===== config.mk =====
export PLATFORM = sky130hd
export DESIGN_NAME = mpm_row_compare
export DESIGN_NICKNAME = d
export VERILOG_FILES = /design/src/rtl/core/mpm_pkg.sv /design/src/rtl/core/mpm_row_compare.sv
export SDC_FILE = /design/constraint.sdc
export NUM_CORES = 2
export LEC_CHECK = 0
export BUFFER_PORTS_ARGS = -buffer_cell sky130_fd_sc_hd__buf_4
export CORE_AREA = 3 3 404 406
export DETAILED_ROUTE_END_ITERATION = 7
export DIE_AREA = 0 0 407 409
export PLACE_DENSITY_LB_ADDON = 0.1
export SETUP_SLACK_MARGIN = 0.15
export SYNTH_ARGS = -nofsm -noshare
export SYNTH_HDL_FRONTEND = slang
export SYNTH_SLANG_ARGS = --single-unit

===== constraint.sdc =====
create_clock -name vclk -period 8.1
set_input_delay 0.81 -clock vclk [all_inputs]
set_output_delay 0.81 -clock vclk [all_outputs]
set_load 0.01 [all_outputs]

===== src/rtl/core/mpm_pkg.sv =====
// Shared constants, field widths and operation codes of the multi-pattern matcher.
package mpm_pkg;

    // Default sizes handed to the top level
    localparam int SLOT_COUNT_DEF      = 16;
    localparam int MAX_PATTERN_LEN_DEF = 64;
    localparam int POSITION_BITS_DEF   = 32;

    // Results given per text byte at most
    localparam int MAX_RESULTS = 16;

    // Payload field widths
    localparam int OP_W             = 2;
    localparam int PATTERN_FIELD_W  = 4;
    localparam int INDEX_FIELD_W    = 6;
    localparam int LENGTH_FIELD_W   = 7;
    localparam int BYTE_W           = 8;
    localparam int START_W          = 32;

    // Largest value the start field can carry
    localparam logic [START_W-1:0] START_MAX = '1;

    typedef enum logic [OP_W-1:0] {
        OP_WRITE_BYTE = 2'd0,
        OP_SET_LENGTH = 2'd1,
        OP_TEXT_BYTE  = 2'd2,
        OP_NEW_TEXT   = 2'd3
    } op_t;

endpackage


===== src/rtl/core/mpm_row_compare.sv =====
// Aligns the text window to one pattern row and compares every byte lane.
module mpm_row_compare #(
    parameter int MAX_PATTERN_LEN = mpm_pkg::MAX_PATTERN_LEN_DEF
) (
    input  logic [MAX_PATTERN_LEN*mpm_pkg::BYTE_W-1:0] row,
    input  logic [MAX_PATTERN_LEN*mpm_pkg::BYTE_W-1:0] window,
    input  logic [$clog2(MAX_PATTERN_LEN+1)-1:0]       len,
    output logic                                       hit
);
    import mpm_pkg::*;

    localparam int LEN_W = $clog2(MAX_PATTERN_LEN + 1);
    localparam int ROW_W = MAX_PATTERN_LEN * BYTE_W;

    logic [LEN_W-1:0]           gap;
    logic [ROW_W-1:0]           aligned;
    logic [MAX_PATTERN_LEN-1:0] lane_ok;

    // Window holds the oldest byte in lane 0; drop the bytes older than the pattern
    assign gap     = LEN_W'(MAX_PATTERN_LEN) - len;
    assign aligned = window >> {gap, 3'b000};

    // Compare each lane; lanes past the pattern end always pass
    always_comb
    begin
        for (int i = 0; i < MAX_PATTERN_LEN; i++)
        begin
            lane_ok[i] = (row[i*BYTE_W +: BYTE_W] == aligned[i*BYTE_W +: BYTE_W])
                         || (LEN_W'(i) >= len);
        end
    end

    assign hit = &lane_ok;

endmodule

# Word level (Yosys, flattened, before mapping)
# Cells that the tools add are included.
# W data, S select, Z words.
totals:
  regBits: 0
  input_bits: 1031
  output_inout_bits: 1
op_classes:
  n_addsub: 1
  order_cmp: 64
  n_eq_ne: 64
  n_shift: 1
  n_reduce_logical: 65
op_table:
  columns: ["cell", "count"]
  rows:
  - ["$eq A8 B8 Y1", 64]
  - ["$shr A512 B10 Y512", 1]
  - ["$ge A6 B7 Y1 const A", 32]
  - ["$ge A5 B7 Y1 const A", 16]
  - ["$logic_or A1 B1 Y1", 64]
  - ["$reduce_and A64 Y1", 1]
  - ["$ge A4 B7 Y1 const A", 8]
  - ["$ge A3 B7 Y1 const A", 4]
  - ["$ge A1 B7 Y1 const A", 2]
  - ["$ge A2 B7 Y1 const A", 2]
  - ["$sub A7 B7 Y7 const A", 1]

# Depth between registers and ports, before layout
logic_depth:
  word_depth: 5
  ltp_mapped: 32
  depth_no_buf: 15

# Worst setup path after synthesis
# Ideal clock, no wire load.
synth_path:
  path_kind: "input to output"
  start: "input len[0]"
  end: "output hit"
  t_arrival_ps: 6347
  path_slack_ps: 943
  path_stages: 29
  path_buffers: 14
  path_cell_list: "buf_4 -> buf_6 -> buf_6 -> buf_8 -> buf_6 -> buf_8 -> buf_6 -> buf_6 -> buf_4 -> inv_1 -> ha_1 -> buf_2 -> inv_2 -> buf_6 -> buf_4 -> buf_4 -> buf_2 -> mux4_2 -> mux2i_1 -> nor3_1 -> a2111oi_0 -> xnor2_1 -> nand4_1 -> nor3_1 -> a41oi_1 -> a2111oi_0 -> and4_1 -> o2111ai_1 -> nor4_2"
synth_between:
  elab_chain_len: 5
synth_rtl:
  columns: ["item", "line_no", "source"]
  rows:
  - ["from (decl)", "mpm_row_compare.sv:7", "input logic [$clog2(MAX_PATTERN_LEN+1)-1:0] len,"]
  - ["$sub A7 B7 Y7", "mpm_row_compare.sv:20", "assign gap = LEN_W'(MAX_PATTERN_LEN) - len;"]
  - ["$shr A512 B10 Y512", "mpm_row_compare.sv:21", "assign aligned = window >> {gap, 3'b000};"]
  - ["$eq A8 B8 Y1", "mpm_row_compare.sv:28", "lane_ok[i] = (row[i*BYTE_W +: BYTE_W] == aligned[i*BYTE_W +: BYTE_W])"]
  - ["$logic_or A1 B1 Y1", "mpm_row_compare.sv:29", "|| (LEN_W'(i) >= len);"]
  - ["$reduce_and A64 Y1 *", "mpm_row_compare.sv:33", "assign hit = &lane_ok;"]
  - ["to (decl)", "mpm_row_compare.sv:8", "output logic hit"]
# Mark *: on every way between the ends. The rest lies on a longest branch, timed or not.

# Worst setup path in the final report
layout_path:
  start: "input len[2]"
  end: "output hit"
# The elaborated chain is that of the path after synthesis.

==> flow_results.org <==
** STA
- Hold Fails Final Rpt :: 0
- Ratio of final minimum period to clock period :: 101%
- The max-slew violation count came to 4.
- Fmax achieved :: 0.122 GHz
- Setup violations remaining at the end of the flow were counted as 1.
- Headroom to the max-slew limit came out at -6.36%.
- Min Tclk post-route :: just over 8 ns
- Summed negative setup slack over all endpoints :: -0.107 ns
- Final worst-path setup slack :: -0.107 ns
- Setup repair after global routing left no endpoint under its margin.
- Worst slew pin tran :: 1.60 ns

** Finish
- Fraction of layout cells with a size suffix above 1 :: 37.3%
- Relative to the synthesized area, the layout overhead comes to 29.6%.
- Final design instance area without fill :: 59,000 µm²
- Registers take 0 µm².
- There are 0 flip-flops and latches.
- Final cell utilization of the core :: 36.8%
- In the finished layout, the clock tree contains a buffer count of 0.
- The net count of the finished layout is 7,761.

** Logic synthesis
- Area fraction of the dominant cell type after synthesis :: 20.5%
- The biggest area contributor in the post-synthesis netlist is mux4_2.
- Average cell area after synthesis :: 8.16 µm²
- Mapped Area :: 45,500 µm²
- Synthesized netlist net count :: 6,609
- By area the synthesized netlist is led by mux4_2 (21%), mux2i_1 (16%), mux2_2 (8.1%).
- Number of distinct library cell variants in the gate-level netlist after synthesis :: 108
- Sequential elements use 0% of the synthesized area.
- Yosys printed 0 warnings.
- Count of mapped cells out of synthesis :: about 5,600

** Run
- # Max-Cap Violations :: 3

** Min path
- The tightest min-delay check is of the in -> out type.
- The worst hold path begins at row[174].
- Cells on Worst Hold Path :: 8

** Routing
- Across all layers, the routed design uses 66,200 vias.
- Summed over all layers, the routed wires come to 488,000 µm.
- Via density per instance :: 7.38
- DRC :: 7
- The first routing iteration left 12,800 violations.
- Antenna-violating nets left :: 0
- In the final routed layout, each cell accounts on average for 54.4 µm.
- Pre-Repair DR Iteration Count :: 8

** Global routing
- Global routing used roughly 56% of the available tracks.
- Via count of the first global-routing pass :: 59,000
- Maximum number of pins on one net before global-route repair :: just over 100
- Initial antenna violation count :: 106
- The first global-routing pass estimated 611,000 µm of wire.
- After global routing the overflow that remains totals 0.

** Placement
- Detailed placement ended at an HPWL of 418,000 µm.
- Summing all placed instances gives a cell area of roughly 59,000 µm².
- Quantity of I/O buffers inserted on ports :: 1,032
- Final weighted congestion in routability-driven placement :: 1.17

** Critical path
- Launching element type of the critical path :: input pin
- STA puts the critical path data arrival time at 7.40 ns.
- The signal on the critical path passes through buf_4 -> buf_4 -> o31a_1 -> nor2_4 -> buf_4 -> mux2_2 -> a2bb2oi_1 -> o221ai_1 -> xor2_1 -> nor4_1 -> nand4_1 -> buf_4 -> o2bb2ai_1 -> nor4_1 -> and4_1 -> o2111ai_1 -> nor4_2 -> buf_4 -> buf_4.
- Element type at the critical path end :: output pin
- In this design, the stage delay of the slowest critical-path cell is around 0.78 ns.
- At the worst endpoint, the required time is 7.29 ns.
- Along the worst path, the maximum fanout reaches 24.
- The critical path is of the in -> out type.
- Among the stages of the critical path, the cell type that occurs most often is buf_4.
- The critical path starts at len[2].
- Slowest-stage cell, CP :: nor2_4

** Die
- Boundary Pins :: 1,032
- Starting density of the core :: 28.4%
- The floorplan step defined a die boundary enclosing approximately 170,000 µm².
- The die is 407 µm wide.
- The core region is 160,000 µm².
- Die Height :: 409 µm
- Number of cell rows :: 147

** Outcome
- Outcome :: finished with violations
- Violations in the final reports :: design-rule violations, max-capacitance violations, max-slew violations, negative setup slack

** Clocking
- After clock tree synthesis, the flow added hold-fix buffers numbering 0.
## repair_timing
| action | CTS | global route |
|---|---|---|
| pin swaps | 1 | 1 |
| buffers inserted | 0 | 3 |
| gates resized for setup | 4 | 11 |
| endpoints found under the setup margin | 1 | 1 |
## routing by layer
layer | up-vias | share of wire (%) | GRT usage (%)
met5 | - | 0.13 | 0.585
met4 | 48 | 9.5 | 40.5
met3 | 1588 | 16 | 30.2
met2 | 6594 | 37 | 72.9
met1 | 33100 | 37 | 67.1
li1 | 24900 | - | -
## cell usage after synthesis (27+ instances only)
| cell | instances |
|---|---|
| nand3_1 | 144 |
| xnor2_1 | 135 |
| a211oi_1 | 82 |
| nor3_1 | 129 |
| o32ai_1 | 69 |
| nor2_1 | 378 |
| mux2i_1 | 750 |
| nand2_1 | 521 |
| buf_1 | 32 |
| xor2_1 | 134 |
| o22ai_1 | 140 |
| a31oi_1 | 101 |
| nand4_1 | 58 |
| nor4b_1 | 46 |
| inv_1 | 65 |
| buf_4 | 124 |
| buf_6 | 49 |
| a22oi_1 | 61 |
| a222oi_1 | 27 |
| mux2_2 | 328 |
| nor4_1 | 51 |
| buf_2 | 226 |
| a21oi_1 | 267 |
| o31ai_1 | 34 |
| and3_1 | 34 |
| or3_1 | 33 |
| clkbuf_1 | 97 |
| mux4_2 | 415 |
| o211ai_1 | 78 |
| o221ai_1 | 67 |
| o21ai_0 | 274 |
| nand2b_1 | 35 |
## worst paths after layout
| kind | endpoint | slack [ns] |
|---|---|---|
| max | hit | -0.11 |
| min | hit | 2.57 |
## cell type report
cell class | count | area (µm²)
fillers | 16900 | 101000
multi-input cells | 4980 | 42400
repair buffers | 1680 | 13400
well taps | 2160 | 2700
inverters | 66 | 255
diodes | 80 | 200
## worst max-delay path, delay by kind of cell
family / cells / cell delay (ns)
mux: 1 / 0.36
buf+inv: 6 / 1.60
simple gates: 6 / 2.48
compound gates: 5 / 1.80
xor+xnor: 1 / 0.27
## metrics by stage
| stage | setup WS (ns) | std cells | hold WS (ns) |
|---|---|---|---|
| after global routing | 0.168 | 8908 | 2.56 |
| after CTS | 0.157 | 8882 | 2.55 |
| after global placement | -0.454 | 8882 | 2.56 |
| after floorplan | 0.943 | 5576 | 1.96 |
| final | -0.107 | 8966 | 2.57 |
| after detailed placement | -0.471 | 8882 | 2.55 |
## cells by family after synthesis
kind of cell    synth area share, %
compound gates                 24.5
xor+xnor                       5.25
fa+ha+maj                    0.0990
buf+inv                        7.42
mux                            45.7
simple gates                   17.1
## placed cells by master (no fill, tap or decap), types with 58 or more instances in the layout
cell,count
inv_1,65
o32ai_1,68
o22ai_1,139
nand3_1,144
o211ai_1,78
a21oi_1,267
xnor2_1,134
mux2i_1,738
buf_4,1616
diode_2,80
a31oi_1,101
nor2_1,372
a22oi_1,61
mux2_2,328
o21ai_0,269
o221ai_1,67
nand2_1,520
nand4_1,58
xor2_1,133
a211oi_1,81
buf_12,60
nor3_1,128
mux4_2,415
